===== src/rtl/rgb_to_hsv_converter_unit_assert.svh =====
// Assertion macros for the RGB to HSV converter.
// Used by the top level; the using scope must provide clk and arst_n.
`ifndef RGB_TO_HSV_CONVERTER_UNIT_ASSERT_SVH
`define RGB_TO_HSV_CONVERTER_UNIT_ASSERT_SVH

// The consequent must hold in the same cycle as the antecedent.
`define RTHC_ASSERT_HOLDS(label, ante, cons, msg) \
	label: assert property (@(posedge clk) disable iff (!arst_n) (ante) |-> (cons)) \
		else $error(msg);

// The consequent must hold in the cycle after the antecedent.
`define RTHC_ASSERT_NEXT(label, ante, cons, msg) \
	label: assert property (@(posedge clk) disable iff (!arst_n) (ante) |=> (cons)) \
		else $error(msg);

`endif


===== src/rtl/rthc_pkg.sv =====
// Shared types and constants of the RGB to HSV converter.
// No dependencies; every other file of the block but the assertion macro header uses it.
`default_nettype none

package rthc_pkg;

	localparam int CH_W       = 8;
	localparam int HUE_W      = 13;
	localparam int SAT_W      = 16;
	localparam int VAL_W      = 8;
	// One quotient bit per cell; both divisions give at most 16 quotient bits.
	localparam int DIV_STEPS  = 16;
	localparam int DIVIDEND_W = CH_W + DIV_STEPS;

	// Hue constants in whole degrees.
	localparam int DEG_GREEN  = 120;
	localparam int DEG_BLUE   = 240;
	localparam int DEG_FULL   = 360;
	localparam int HUE_SLOPE  = 60;

	typedef enum logic [1:0] {
		SEC_RED,
		SEC_GREEN,
		SEC_BLUE
	} sector_t;

	// Partial remainder and the shared dividend / quotient shift register.
	typedef struct packed {
		logic [CH_W-1:0]      rem;
		logic [DIV_STEPS-1:0] dq;
	} lane_t;

	typedef struct packed {
		lane_t           hue;
		lane_t           sat;
		logic [CH_W-1:0] delta;
		logic [CH_W-1:0] maxc;
		sector_t         sector;
		logic            neg;
	} cell_word_t;

	typedef struct packed {
		logic       valid;
		cell_word_t word;
	} link_t;

endpackage

`default_nettype wire


===== src/rtl/rthc_pix_if.sv =====
// Input channel of the RGB to HSV converter: one RGB pixel per word.
// Depends on rthc_pkg for the channel width.
`default_nettype none

interface rthc_pix_if;
	logic                      valid;
	logic                      ready;
	logic [rthc_pkg::CH_W-1:0] red;
	logic [rthc_pkg::CH_W-1:0] green;
	logic [rthc_pkg::CH_W-1:0] blue;

	modport source (output valid, output red, output green, output blue, input ready);
	modport sink (input valid, input red, input green, input blue, output ready);
endinterface

`default_nettype wire


===== src/rtl/rthc_hsv_if.sv =====
// Output channel of the RGB to HSV converter: hue, saturation and value per word.
// Depends on rthc_pkg for the field widths.
`default_nettype none

interface rthc_hsv_if;
	logic                       valid;
	logic                       ready;
	logic [rthc_pkg::HUE_W-1:0] hue;
	logic [rthc_pkg::SAT_W-1:0] saturation;
	logic [rthc_pkg::VAL_W-1:0] value;

	modport source (output valid, output hue, output saturation, output value, input ready);
	modport sink (input valid, input hue, input saturation, input value, output ready);
endinterface

`default_nettype wire


===== src/rtl/rthc_prep.sv =====
// Front stage: picks the largest channel, the spread and the sector, and
// forms both dividends. Depends on rthc_pkg and rthc_pix_if.
`default_nettype none

module rthc_prep #(
	parameter int HUE_FRAC_BITS = 4
) (
	input  wire logic            clk,
	input  wire logic            arst_n,
	rthc_pix_if.sink             pix,
	output rthc_pkg::link_t      down,
	input  wire logic            down_ready
);

	// |diff| * 60 stays below 2**14 before scaling to hue units.
	localparam int X_W = 14 + HUE_FRAC_BITS;

	logic                            valid_s1;
	rthc_pkg::cell_word_t            word_s1;
	logic                            load;

	logic [rthc_pkg::CH_W-1:0]       r, g, b;
	logic [rthc_pkg::CH_W-1:0]       maxc, minc, delta, mag;
	logic signed [rthc_pkg::CH_W:0]  diff;
	rthc_pkg::sector_t               sector;
	logic [X_W-1:0]                  hue_x;
	logic [rthc_pkg::DIVIDEND_W-1:0] hue_dvd, sat_dvd;
	rthc_pkg::cell_word_t            word_next;

	assign r = pix.red;
	assign g = pix.green;
	assign b = pix.blue;

	always_comb begin
		// Red wins ties against blue, green wins all other ties.
		if (r > g && r >= b) begin
			sector = rthc_pkg::SEC_RED;
			maxc   = r;
			diff   = $signed({1'b0, g}) - $signed({1'b0, b});
		end else if (b > g) begin
			sector = rthc_pkg::SEC_BLUE;
			maxc   = b;
			diff   = $signed({1'b0, r}) - $signed({1'b0, g});
		end else begin
			sector = rthc_pkg::SEC_GREEN;
			maxc   = g;
			diff   = $signed({1'b0, b}) - $signed({1'b0, r});
		end
		minc = r;
		if (g < minc) begin
			minc = g;
		end
		if (b < minc) begin
			minc = b;
		end
		delta = maxc - minc;
		mag   = diff[rthc_pkg::CH_W] ? rthc_pkg::CH_W'(-diff) : diff[rthc_pkg::CH_W-1:0];

		hue_x   = (X_W'(mag) * X_W'(rthc_pkg::HUE_SLOPE)) << HUE_FRAC_BITS;
		hue_dvd = rthc_pkg::DIVIDEND_W'(hue_x);
		// delta * 65535 as a shift and a subtract.
		sat_dvd = (rthc_pkg::DIVIDEND_W'(delta) << rthc_pkg::DIV_STEPS)
			- rthc_pkg::DIVIDEND_W'(delta);

		word_next.hue.rem = hue_dvd[rthc_pkg::DIVIDEND_W-1:rthc_pkg::DIV_STEPS];
		word_next.hue.dq  = hue_dvd[rthc_pkg::DIV_STEPS-1:0];
		word_next.sat.rem = sat_dvd[rthc_pkg::DIVIDEND_W-1:rthc_pkg::DIV_STEPS];
		word_next.sat.dq  = sat_dvd[rthc_pkg::DIV_STEPS-1:0];
		word_next.delta   = delta;
		word_next.maxc    = maxc;
		word_next.sector  = sector;
		word_next.neg     = diff[rthc_pkg::CH_W];
	end

	assign load      = !valid_s1 || down_ready;
	assign pix.ready = load;

	always_ff @(posedge clk or negedge arst_n) begin
		if (!arst_n) begin
			valid_s1 <= 1'b0;
		end else if (load) begin
			valid_s1 <= pix.valid;
		end
	end

	always_ff @(posedge clk) begin
		if (load && pix.valid) begin
			word_s1 <= word_next;
		end
	end

	assign down.valid = valid_s1;
	assign down.word  = word_s1;

endmodule

`default_nettype wire


===== src/rtl/rthc_cell.sv =====
// One cell of the divider row: a restoring step for the hue and the
// saturation quotient, registered. Depends on rthc_pkg.
`default_nettype none

module rthc_cell (
	input  wire logic             clk,
	input  wire logic             arst_n,
	input  wire rthc_pkg::link_t  up,
	output logic                  up_ready,
	output rthc_pkg::link_t       down,
	input  wire logic             down_ready
);

	logic                 valid_q;
	rthc_pkg::cell_word_t word_q;
	rthc_pkg::cell_word_t word_next;
	logic                 load;

	// Shift the next dividend bit into the remainder, subtract if it fits,
	// and shift the quotient bit in at the bottom.
	function automatic rthc_pkg::lane_t div_step(rthc_pkg::lane_t l,
		logic [rthc_pkg::CH_W-1:0] d);
		logic [rthc_pkg::CH_W:0] t;
		logic                    ge;
		rthc_pkg::lane_t         n;
		t     = {l.rem, l.dq[rthc_pkg::DIV_STEPS-1]};
		ge    = t >= {1'b0, d};
		n.rem = ge ? rthc_pkg::CH_W'(t - {1'b0, d}) : t[rthc_pkg::CH_W-1:0];
		n.dq  = {l.dq[rthc_pkg::DIV_STEPS-2:0], ge};
		return n;
	endfunction

	always_comb begin
		word_next     = up.word;
		word_next.hue = div_step(up.word.hue, up.word.delta);
		word_next.sat = div_step(up.word.sat, up.word.maxc);
	end

	assign load     = !valid_q || down_ready;
	assign up_ready = load;

	always_ff @(posedge clk or negedge arst_n) begin
		if (!arst_n) begin
			valid_q <= 1'b0;
		end else if (load) begin
			valid_q <= up.valid;
		end
	end

	always_ff @(posedge clk) begin
		if (load && up.valid) begin
			word_q <= word_next;
		end
	end

	assign down.valid = valid_q;
	assign down.word  = word_q;

endmodule

`default_nettype wire


===== src/rtl/rgb_to_hsv_converter_unit.sv =====
// RGB to HSV converter, top level. Depends on rthc_pkg, rthc_pix_if,
// rthc_hsv_if, rthc_prep, rthc_cell and the assertion macro header.
//
// The pix channel takes one 8-bit RGB pixel per word; the hsv channel gives
// one word per pixel, in order: hue in units of 1/2**HUE_FRAC_BITS degree,
// saturation with 65535 as full scale, and value as the largest channel.
// Both channels use valid/ready; a word moves when both are high.
//
// The path from acceptance to the result word being offered is one front
// stage, a row of 16 divider cells that each settle one quotient bit of
// both divisions, and one output register. The row of cells sets the
// latency; throughput is one pixel per clock while hsv.ready stays high.
//
// Every stage holds its word until the next stage can take it, so bubbles
// close up when the receiver stalls, and the input keeps accepting until
// all stages are full. Reset clears only the valid flags: the block comes
// out of reset empty and ready, with no clearing pass.
`default_nettype none
`include "rgb_to_hsv_converter_unit_assert.svh"

module rgb_to_hsv_converter_unit #(
	parameter int HUE_FRAC_BITS = 4
) (
	input  wire logic    clk,
	input  wire logic    arst_n,
	rthc_pix_if.sink     pix,
	rthc_hsv_if.source   hsv
);

	// Wide enough for the full hue before it is cut to the field width.
	localparam int HUE_CALC_W = (9 + HUE_FRAC_BITS > 16) ? 9 + HUE_FRAC_BITS : 16;

	rthc_pkg::link_t chain [0:rthc_pkg::DIV_STEPS];
	logic            chain_ready [0:rthc_pkg::DIV_STEPS];

	// The front stage computes the extremes and both dividends.
	rthc_prep #(
		.HUE_FRAC_BITS(HUE_FRAC_BITS)
	) u_prep (
		.clk        (clk),
		.arst_n     (arst_n),
		.pix        (pix),
		.down       (chain[0]),
		.down_ready (chain_ready[0])
	);

	// The divider row; each cell passes its word to the next one.
	for (genvar i = 0; i < rthc_pkg::DIV_STEPS; i++) begin : g_cell
		rthc_cell u_cell (
			.clk        (clk),
			.arst_n     (arst_n),
			.up         (chain[i]),
			.up_ready   (chain_ready[i]),
			.down       (chain[i+1]),
			.down_ready (chain_ready[i+1])
		);
	end

	// Final assembly of the hue and the output register.
	rthc_pkg::cell_word_t         last;
	logic                         out_valid_q;
	logic [rthc_pkg::HUE_W-1:0]   hue_q;
	logic [rthc_pkg::SAT_W-1:0]   sat_q;
	logic [rthc_pkg::VAL_W-1:0]   val_q;
	logic                         fin_load;
	logic                         grey;
	logic                         frac;
	logic [HUE_CALC_W-1:0]        quot;
	logic [HUE_CALC_W-1:0]        offset;
	logic [HUE_CALC_W-1:0]        hue_calc;
	logic [rthc_pkg::HUE_W-1:0]   hue_next;
	logic [rthc_pkg::SAT_W-1:0]   sat_next;

	assign last = chain[rthc_pkg::DIV_STEPS].word;

	always_comb begin
		grey = last.delta == '0;
		frac = last.hue.rem != '0;
		quot = HUE_CALC_W'(last.hue.dq);
		// A negative hue in the red sector wraps around by a full circle.
		case (last.sector)
			rthc_pkg::SEC_RED:
				offset = last.neg ? HUE_CALC_W'(rthc_pkg::DEG_FULL) << HUE_FRAC_BITS : '0;
			rthc_pkg::SEC_GREEN:
				offset = HUE_CALC_W'(rthc_pkg::DEG_GREEN) << HUE_FRAC_BITS;
			rthc_pkg::SEC_BLUE:
				offset = HUE_CALC_W'(rthc_pkg::DEG_BLUE) << HUE_FRAC_BITS;
			default:
				offset = '0;
		endcase
		// For a negative difference the quotient of the magnitude is rounded
		// up before it is subtracted, which floors the signed quotient.
		if (last.neg) begin
			hue_calc = offset - quot - HUE_CALC_W'(frac);
		end else begin
			hue_calc = offset + quot;
		end
		hue_next = grey ? '0 : hue_calc[rthc_pkg::HUE_W-1:0];
		sat_next = grey ? '0 : last.sat.dq;
	end

	assign fin_load                        = !out_valid_q || hsv.ready;
	assign chain_ready[rthc_pkg::DIV_STEPS] = fin_load;

	always_ff @(posedge clk or negedge arst_n) begin
		if (!arst_n) begin
			out_valid_q <= 1'b0;
		end else if (fin_load) begin
			out_valid_q <= chain[rthc_pkg::DIV_STEPS].valid;
		end
	end

	always_ff @(posedge clk) begin
		if (fin_load && chain[rthc_pkg::DIV_STEPS].valid) begin
			hue_q <= hue_next;
			sat_q <= sat_next;
			val_q <= last.maxc;
		end
	end

	assign hsv.valid      = out_valid_q;
	assign hsv.hue        = hue_q;
	assign hsv.saturation = sat_q;
	assign hsv.value      = val_q;

	// The assembled hue of a colored pixel stays below a full circle.
	`RTHC_ASSERT_HOLDS(a_hue_below_circle, fin_load && chain[rthc_pkg::DIV_STEPS].valid && !grey, hue_calc < (HUE_CALC_W'(rthc_pkg::DEG_FULL) << HUE_FRAC_BITS), "hue reached a full circle")
	// Zero saturation only comes from a grey pixel, whose hue is zero.
	`RTHC_ASSERT_HOLDS(a_grey_hue, hsv.valid && hsv.saturation == '0, hsv.hue == '0, "grey result with nonzero hue")
	// The input only stalls when every stage is full behind a stalled output.
	`RTHC_ASSERT_HOLDS(a_stall_source, !pix.ready, hsv.valid && !hsv.ready, "input stalled with room in the row")
	// A full row keeps a result on offer in the following cycle.
	`RTHC_ASSERT_NEXT(a_full_row_holds, !pix.ready, hsv.valid, "result vanished from a full row")

endmodule

`default_nettype wire


===== src/flat_wrapper.sv =====
// flat-port wrapper written by rule: the top's interface ports become plain ports
module rgb_to_hsv_converter_unit_flat 
#(
	parameter int HUE_FRAC_BITS = 4
)
  (clk, arst_n, pix_valid, pix_red, pix_green, pix_blue, pix_ready, hsv_valid, hsv_hue, hsv_saturation, hsv_value, hsv_ready);
  rthc_pix_if pix_i ();
  rthc_hsv_if hsv_i ();
  input  wire logic clk;
  input  wire logic arst_n;
  input wire logic [$bits(pix_i.valid)-1:0] pix_valid;
  input wire logic [$bits(pix_i.red)-1:0] pix_red;
  input wire logic [$bits(pix_i.green)-1:0] pix_green;
  input wire logic [$bits(pix_i.blue)-1:0] pix_blue;
  output wire logic [$bits(pix_i.ready)-1:0] pix_ready;
  output wire logic [$bits(hsv_i.valid)-1:0] hsv_valid;
  output wire logic [$bits(hsv_i.hue)-1:0] hsv_hue;
  output wire logic [$bits(hsv_i.saturation)-1:0] hsv_saturation;
  output wire logic [$bits(hsv_i.value)-1:0] hsv_value;
  input wire logic [$bits(hsv_i.ready)-1:0] hsv_ready;
  assign pix_i.valid = pix_valid;
  assign pix_i.red = pix_red;
  assign pix_i.green = pix_green;
  assign pix_i.blue = pix_blue;
  assign pix_ready = pix_i.ready;
  assign hsv_valid = hsv_i.valid;
  assign hsv_hue = hsv_i.hue;
  assign hsv_saturation = hsv_i.saturation;
  assign hsv_value = hsv_i.value;
  assign hsv_i.ready = hsv_ready;
  rgb_to_hsv_converter_unit #(.HUE_FRAC_BITS(HUE_FRAC_BITS)) u_core (.clk(clk), .arst_n(arst_n), .pix(pix_i), .hsv(hsv_i));
endmodule

===== config.mk =====
export PLATFORM = sky130hd
export DESIGN_NAME = rgb_to_hsv_converter_unit_flat
export DESIGN_NICKNAME = d
export VERILOG_FILES = /design/src/rtl/rthc_pkg.sv /design/src/rtl/rthc_pix_if.sv /design/src/rtl/rthc_hsv_if.sv /design/src/rtl/rthc_prep.sv /design/src/rtl/rthc_cell.sv /design/src/rtl/rgb_to_hsv_converter_unit.sv /design/src/flat_wrapper.sv
export VERILOG_INCLUDE_DIRS = /design/src /design/src/rtl
export SDC_FILE = /design/constraint.sdc
export NUM_CORES = 2
export LEC_CHECK = 0
export ABC_AREA = 1
export BUFFER_PORTS_ARGS = -buffer_cell sky130_fd_sc_hd__buf_2
export CAP_MARGIN = 20
export CORE_MARGIN = 1
export CORE_UTILIZATION = 45
export CTS_CLUSTER_SIZE = 8
export DETAILED_ROUTE_END_ITERATION = 10
export PLACE_DENSITY = 0.69
export SETUP_SLACK_MARGIN = 0.2
export SYNTH_ARGS = -nofsm -noshare
export SYNTH_HDL_FRONTEND = slang
export SYNTH_SLANG_ARGS = --single-unit

===== constraint.sdc =====
create_clock -name clk -period 5.8 [get_ports clk]
set_clock_uncertainty 0.1 [all_clocks]
set_input_delay 0.87 -clock clk [delete_from_list [all_inputs] [get_ports clk]]
set_output_delay 0.87 -clock clk [all_outputs]
set_load 0.02 [all_outputs]

* Word level (Yosys, flattened, before mapping)
Cells that the tools add are included.
Storage, ports and cells: word-level logic and storage cells 343, output and inout bits 39, flip-flop bits (word level) 1078
Cells by class: mux-type cells 42, equality and inequality tests 2, $lt $le $gt $ge 37, reduce and logical (&&, ||, !) cells 58, add/subtract/negate cells 40, multiply operators 1
Operator list (number):
- 8-bit two-way mux | 35
- 9-bit by 8-bit >= comparator with 1-bit output | 31
- 8-bit subtractor | 31
- 13-bit case mux with 3 select lines | 1
- 8-bit by 8-bit subtractor with 9-bit output | 3
- 13-bit two-way mux | 2
- 24-bit by 8-bit subtractor with 24-bit output | 1
- 1-bit logical AND | 19
- 1-bit logical NOT | 18
- 1-bit logical OR | 18
- 9-bit two-way mux | 2
- 8-bit > comparator | 2
- 8-bit less-than comparator | 2
- 13-bit adder | 1
- 13-bit by 1-bit subtractor with 13-bit output | 1
- 13-bit subtractor | 1
- 8-bit by 4-bit multiplier with 12-bit output (second input constant) | 1
- 3-bit by 8-bit >= comparator with 1-bit output | 1
- 8-bit >= comparator | 1
- 8-bit logical NOT | 1
- 8-bit negation | 1
- 8-bit nonzero test | 1
- 3-bit by 8-bit subtractor with 8-bit output | 1
- 3-bit two-way mux | 1
- other kinds (4) | 4

* Depth between registers and ports, before layout
word-level depth 20, depth in mapped cells 38

* Cells and area by module
Synthesis repeated with hierarchy kept, for this count alone.
Second synthesis, totals: cell total of the unflattened synthesis 5557, area total of the unflattened synthesis 61250.0 µm²
By module, submodules not included:
- rthc_cell at u_core.g_cell[12].u_cell ... | times used 10, area each 3319.4 µm², sequential area each 2037.0 µm², cells an instance 289
- rthc_cell at u_core.g_cell[0].u_cell ... | times used 6, area each 3389.5 µm², sequential area each 2037.0 µm², cells an instance 294
- rthc_prep | times used 1, area each 5177.5 µm², sequential area each 1616.6 µm², cells an instance 604
- rgb_to_hsv_converter_unit | times used 1, area each 2541.2 µm², sequential area each 1136.1 µm², cells an instance 299

* Worst setup path before layout
Ideal clock, no wire load.
kind input to register, start point in pix_red[2], end point reg u_core.u_prep.word_s1 (netlist bit u_core.u_prep.down[60]) (data pin), stages on the path 37, path buffers 1, arrival time 5.657 ns, setup slack -0.214 ns, required time 5.442 ns, cell sequence inv_1 > ha_1 > a21oi_1 > o21ai_1 > nand2_1 > o211ai_2 > nand2_1 > nand2_1 > o41ai_1 > nand2_2 > buf_6 > or2_2 > o221ai_2 > inv_1 > ha_1 > inv_1 > nand2_1 > xor2_1 > fa_1 > inv_1 > fa_1 > inv_1 > ha_1 > a21oi_1 > nand2_1 > a21oi_1 > inv_1 > a21oi_1 > nor2_1 > nor2_1 > nor2_1 > nor2_1 > nor2_1 > nor2_1 > nor2_1 > nor2_1 > xnor2_1
On the way: word-level cells in the longest chain between the ends 6, elaborated cells between the ends (all ways) 10, those cells by class add/sub: 3; mul: 1; order compare: 2; mux: 3; reduce/logical: 1
Ends and longest elaborated chain:
- start, declared | line flat_wrapper.sv:12 | input wire logic [$bits(pix_i.red)-1:0] pix_red;
- 8-bit > comparator or 8-bit >= comparator (tied branches) | line rthc_prep.sv:36 | if (r > g && r >= b) begin
- 1-bit logical AND * | line rthc_prep.sv:36
- 9-bit two-way mux * | line rthc_prep.sv:36
- via u_core.u_prep.diff (one bit) | line rthc_prep.sv:24 | logic signed [rthc_pkg::CH_W:0] diff;
- 8-bit negation | line rthc_prep.sv:57 | mag = diff[rthc_pkg::CH_W] ? rthc_pkg::CH_W'(-diff) : diff[rthc_pkg::CH_W-1:0];
- 8-bit two-way mux * | line rthc_prep.sv:57
- 8-bit by 4-bit multiplier with 12-bit output * | line rthc_prep.sv:59 | hue_x = (X_W'(mag) * X_W'(rthc_pkg::HUE_SLOPE)) << HUE_FRAC_BITS;
- via u_core.u_prep.hue_dvd (one bit) | line rthc_prep.sv:27 | logic [rthc_pkg::DIVIDEND_W-1:0] hue_dvd, sat_dvd;
- end signal, assigned | line rthc_prep.sv:88 | word_s1 <= word_next;
- end, declared | line rthc_prep.sv:19 | rthc_pkg::cell_word_t word_s1;
Mark *: on every way through the listed nets, which the timed path passes. The rest lies on a longest branch. A chain may end at the register's enable or synchronous reset.

* Final worst setup path
start point in pix_red[1], end point reg u_core.u_prep.word_s1 (netlist bit u_core.u_prep.down[60]) (data pin)
Same word-level chain as after synthesis.

==> flow_metrics.py <==
metrics = {
    "die": {
        "die_w_um": 328.0,
        "die-area_um2": 107600,
        "io_pins": 67,
        "initial_core_util_pct": 45.42,
        "die_y_um": 328.0,
        "rows": 119,
        "core_region_area_um2": 105300,
    },
    "critical_path": {
        "cp.required_ps": 6170,
        "crit_arrival_ps": 5650,
        "critPathMaxFanout": 5,
        "worstReg2RegStart": "u_core.hsv.valid",
        "worst_setup_path_end_kind": "flop",
        "ff2ff_path_depth": 22,
        "reg2reg_slack_ps": 2180,
        "path_class": "in -> reg",
        "slowest_stage": "fa_1",
        "timing.rr.end": "u_core.u_prep.down[54]",
        "startpoint_type": "primary input",
        "critical_path.most_common_cell": "nor2_1",
        "slowest_delay_ps": 530,
    },
    "detailed_routing": {
        "drcViolationCount": 0,
        "dr.pass1.iters": 5,
        "ant_nets": 0,
        "wirelength_um": 77430,
        "vias": 27480,
        "vias_per_cell": 4.876,
        "dr.first_iter.drc_count": 1158,
        "avgRoutedWirePerCell_um": 13.74,
    },
    "timing": {
        "fmax_mhz": 189.3,
        "final-max-slew-violation-count": 0,
        "slew_headroom_pct": 44.78,
        "finalWorstSetupSlack_ps": 516.1,
        "worst_pin_slew_ps": 825.2,
        "fin_crit_ps": 5284,
        "setup_violations": 0,
        "holdWs_ps": 278.4,
        "min_period_over_period_pct": 91.10,
        "finalHoldViolCount": 0,
        "rsz0062_at_grt": "true",
    },
    "global_route": {
        "antenna_found_initial": 0,
        "grt_pass1_wl_um": 128400,
        "overflow": 0,
        "grt_pass1_vias": 28280,
        "grtUsageTotal_pct": 14.62,
        "grt_max_degree": 63,
    },
    "cts": {
        "clock_path_buffers": 3,
        "cts_buffers": 147,
        "cts_num_sinks": 1034,
        "clockRootBuffer": "clkbuf_16",
        "clk_latency_ps": 720,
        "clkTransAtPathRegs_ps": 50,
        "cts_max_level": 4,
        "cts_tree": "done",
    },
    "layout": {
        "num-nets-final": 4619,
        "final_common_cell": "edfxtp_1",
        "final_util_pct": 52.87,
        "seq_area_um2": 30960,
        "final_cell_mix": "edfxtp_1 (1016), inv_1 (601), nor2_1 (423), a21oi_1 (342), ha_1 (318)",
        "multi_input_area_um2": 14830,
        "num_antenna_cells": 0,
        "fill_cells": 8476,
        "syn2layout_area_growth_pct": 16.41,
        "layout-drive-gt1-share_pct": 12.37,
    },
    "synthesis": {
        "yosysTopAreaCellShare_pct": 63.81,
        "ys_seq_elements": 1034,
        "synth.area.top_cells": "edfxtp_1 (64%), ha_1 (8.8%), inv_1 (4.9%), a21oi_1 (3.7%), nor2_1 (3.4%)",
        "syn_avg_cell_area_um2": 12.41,
        "synthDistinctLibCells": 45,
        "yosysWarnings": 0,
        "yosysSeqAreaShare_pct": 64.76,
        "synth_top_cell_by_area": "edfxtp_1",
        "netlist_area_um2": 47810,
        "syn_inst": 3852,
        "syn-num-nets": 4265,
    },
    "power_and_ir_drop": {
        "clkPwrFrac_pct": 22.9,
        "vdd_drop_max_v": 0.0004871,
        "power_frac_seq_pct": 39.1,
        "p_int_mw": 21.67,
        "p_comb_share_pct": 38.0,
        "power_density_nw_per_um2": 590.5,
        "leakagePower_nw": 22.97,
        "p_sw_share_pct": 34.06,
        "p_switching_mw": 11.20,
    },
    "placement": {
        "dpl.hpwl_um": 56000,
        "io_buffers": 66,
        "pre_cts_slack_ps": -423.9,
        "gp_congestion": 0.8202,
    },
    "worst_hold_path": {
        "hold-path-endpoint": "u_core.hsv.valid",
        "hold_path_class": "in -> reg",
        "whs_path_depth": 2,
        "hp-start": "hsv_ready",
    },
    "flow_run": {
        "maxCapViolCount": 0,
    },
    "run_status": {
        "status": "complete, no violations",
    },
}
-- worst max-delay path, delay by kind of cell --
| kind | cells | cell delay (ps) |
|---|---|---|
| xor gates and xnor gates | 2 | 240 |
| buffers and inverters | 8 | 640 |
| and+or+nand+nor | 16 | 1350 |
| adders and majority gates | 5 | 1680 |
| AOI/OAI and AO/OA | 7 | 860 |
-- cell usage after synthesis (all sizes together) --
library cell	instances
a211o	2
a211oi	24
a21o	7
a21oi	353
a311oi	5
a31oi	10
and2	4
buf	17
clkbuf	27
dfrtp	18
edfxtp	1016
fa	49
ha	336
inv	621
mux2i	1
nand2	332
nand3	59
nand3b	1
nand4	32
nor2	440
nor3	29
nor4	12
o211ai	15
o21a	2
o21ai	184
o21bai	14
o221ai	8
o22ai	5
o31ai	8
o41ai	1
or2	8
or3	6
xnor2	62
xor2	144
-- registers in the layout, indices dropped and copies added, names as in the netlist --
name,flops
u_core.hsv.valid,1
u_core.u_prep.down,53
u_core.u_prep.valid_s1,1
u_core.hsv.value,8
u_core.hsv.saturation,16
u_core.hsv.hue,13
u_core.g_cell.u_cell.valid_q,16
u_core.g_cell.u_cell.down,926
-- power groups by stage --
stage | Sequential (mW) | Combinational, mW | Clock [mW]
floorplan | 12.8 | 9.14 | 0
global placement | 12.9 | 11.8 | 0
detailed placement | 13.0 | 12.4 | 0
CTS | 12.9 | 12.5 | 7.73
global route | 13.1 | 14.3 | 8.02
finish | 12.9 | 12.5 | 7.51
-- cell families after synthesis --
family	after synthesis	synth area share, %
adder cells (fa/ha/maj)	385	10.85
flip-flops	1034	64.76
buffers and inverters	665	5.310
XOR/XNOR	206	3.774
AND/OR/NAND/NOR	923	8.034
multiplexers	1	0.02094
AO/OA/AOI/OAI	638	7.260
-- routing by layer --
layer  GRT usage [%]  wire length (um)  vias up  share of wire [%]
li1                -                 -    14020                  -
met1           14.46             29230    12900                 38
met2           29.13             43530      399                 56
met3           2.784              2360      170                3.0
met4           6.136              2311        0                3.0
met5               0                 0        -                  0
-- how the worst max path moves through the flow --
| stage | start | to | depth (start not counted) |
|---|---|---|---|
| detailed placement | pix_red[2] | u_core.u_prep.down[60] | 35 |
| CTS | pix_red[2] | u_core.u_prep.down[60] | 35 |
| finish | pix_red[1] | u_core.u_prep.down[60] | 38 |
| global placement | pix_red[2] | u_core.u_prep.down[60] | 35 |
| floorplan | pix_red[2] | u_core.u_prep.down[60] | 37 |
| global route | pix_blue[3] | u_core.u_prep.down[60] | 33 |
-- cell type report --
class | instances | share of cell area, %
inverters | 621 | 4.193
multi-input cells | 2155 | 26.64
repair buffers | 247 | 3.147
clock buffers | 174 | 6.830
clock inverters | 14 | 0.4361
flip-flops and latches | 1034 | 55.63
well taps | 1391 | 3.127
-- timing repair --
| action | in CTS | in global routing |
|---|---|---|
| hold endpoints to repair | 18 | 0 |
| resized for setup | 0 | 36 |
| hold buffers | 1 | 0 |
| setup endpoints to repair | 0 | 5 |
| buffers inserted | 0 | 6 |
-- per-stage QoR --
stage / area, um2 / power [mW] / setup TNS [ps] / instances
after CTS: 55400 / 33.09 / 0 / 5626
after global routing: 55660 / 35.42 / 0 / 5636
after detailed placement: 51350 / 25.35 / -1519 / 5437
final: 55660 / 32.87 / 0 / 5636
after floorplan: 48090 / 21.97 / 0 / 3852
after global placement: 51280 / 24.73 / -812.9 / 5430
No activity file was read; power rests on OpenSTA's default activity.
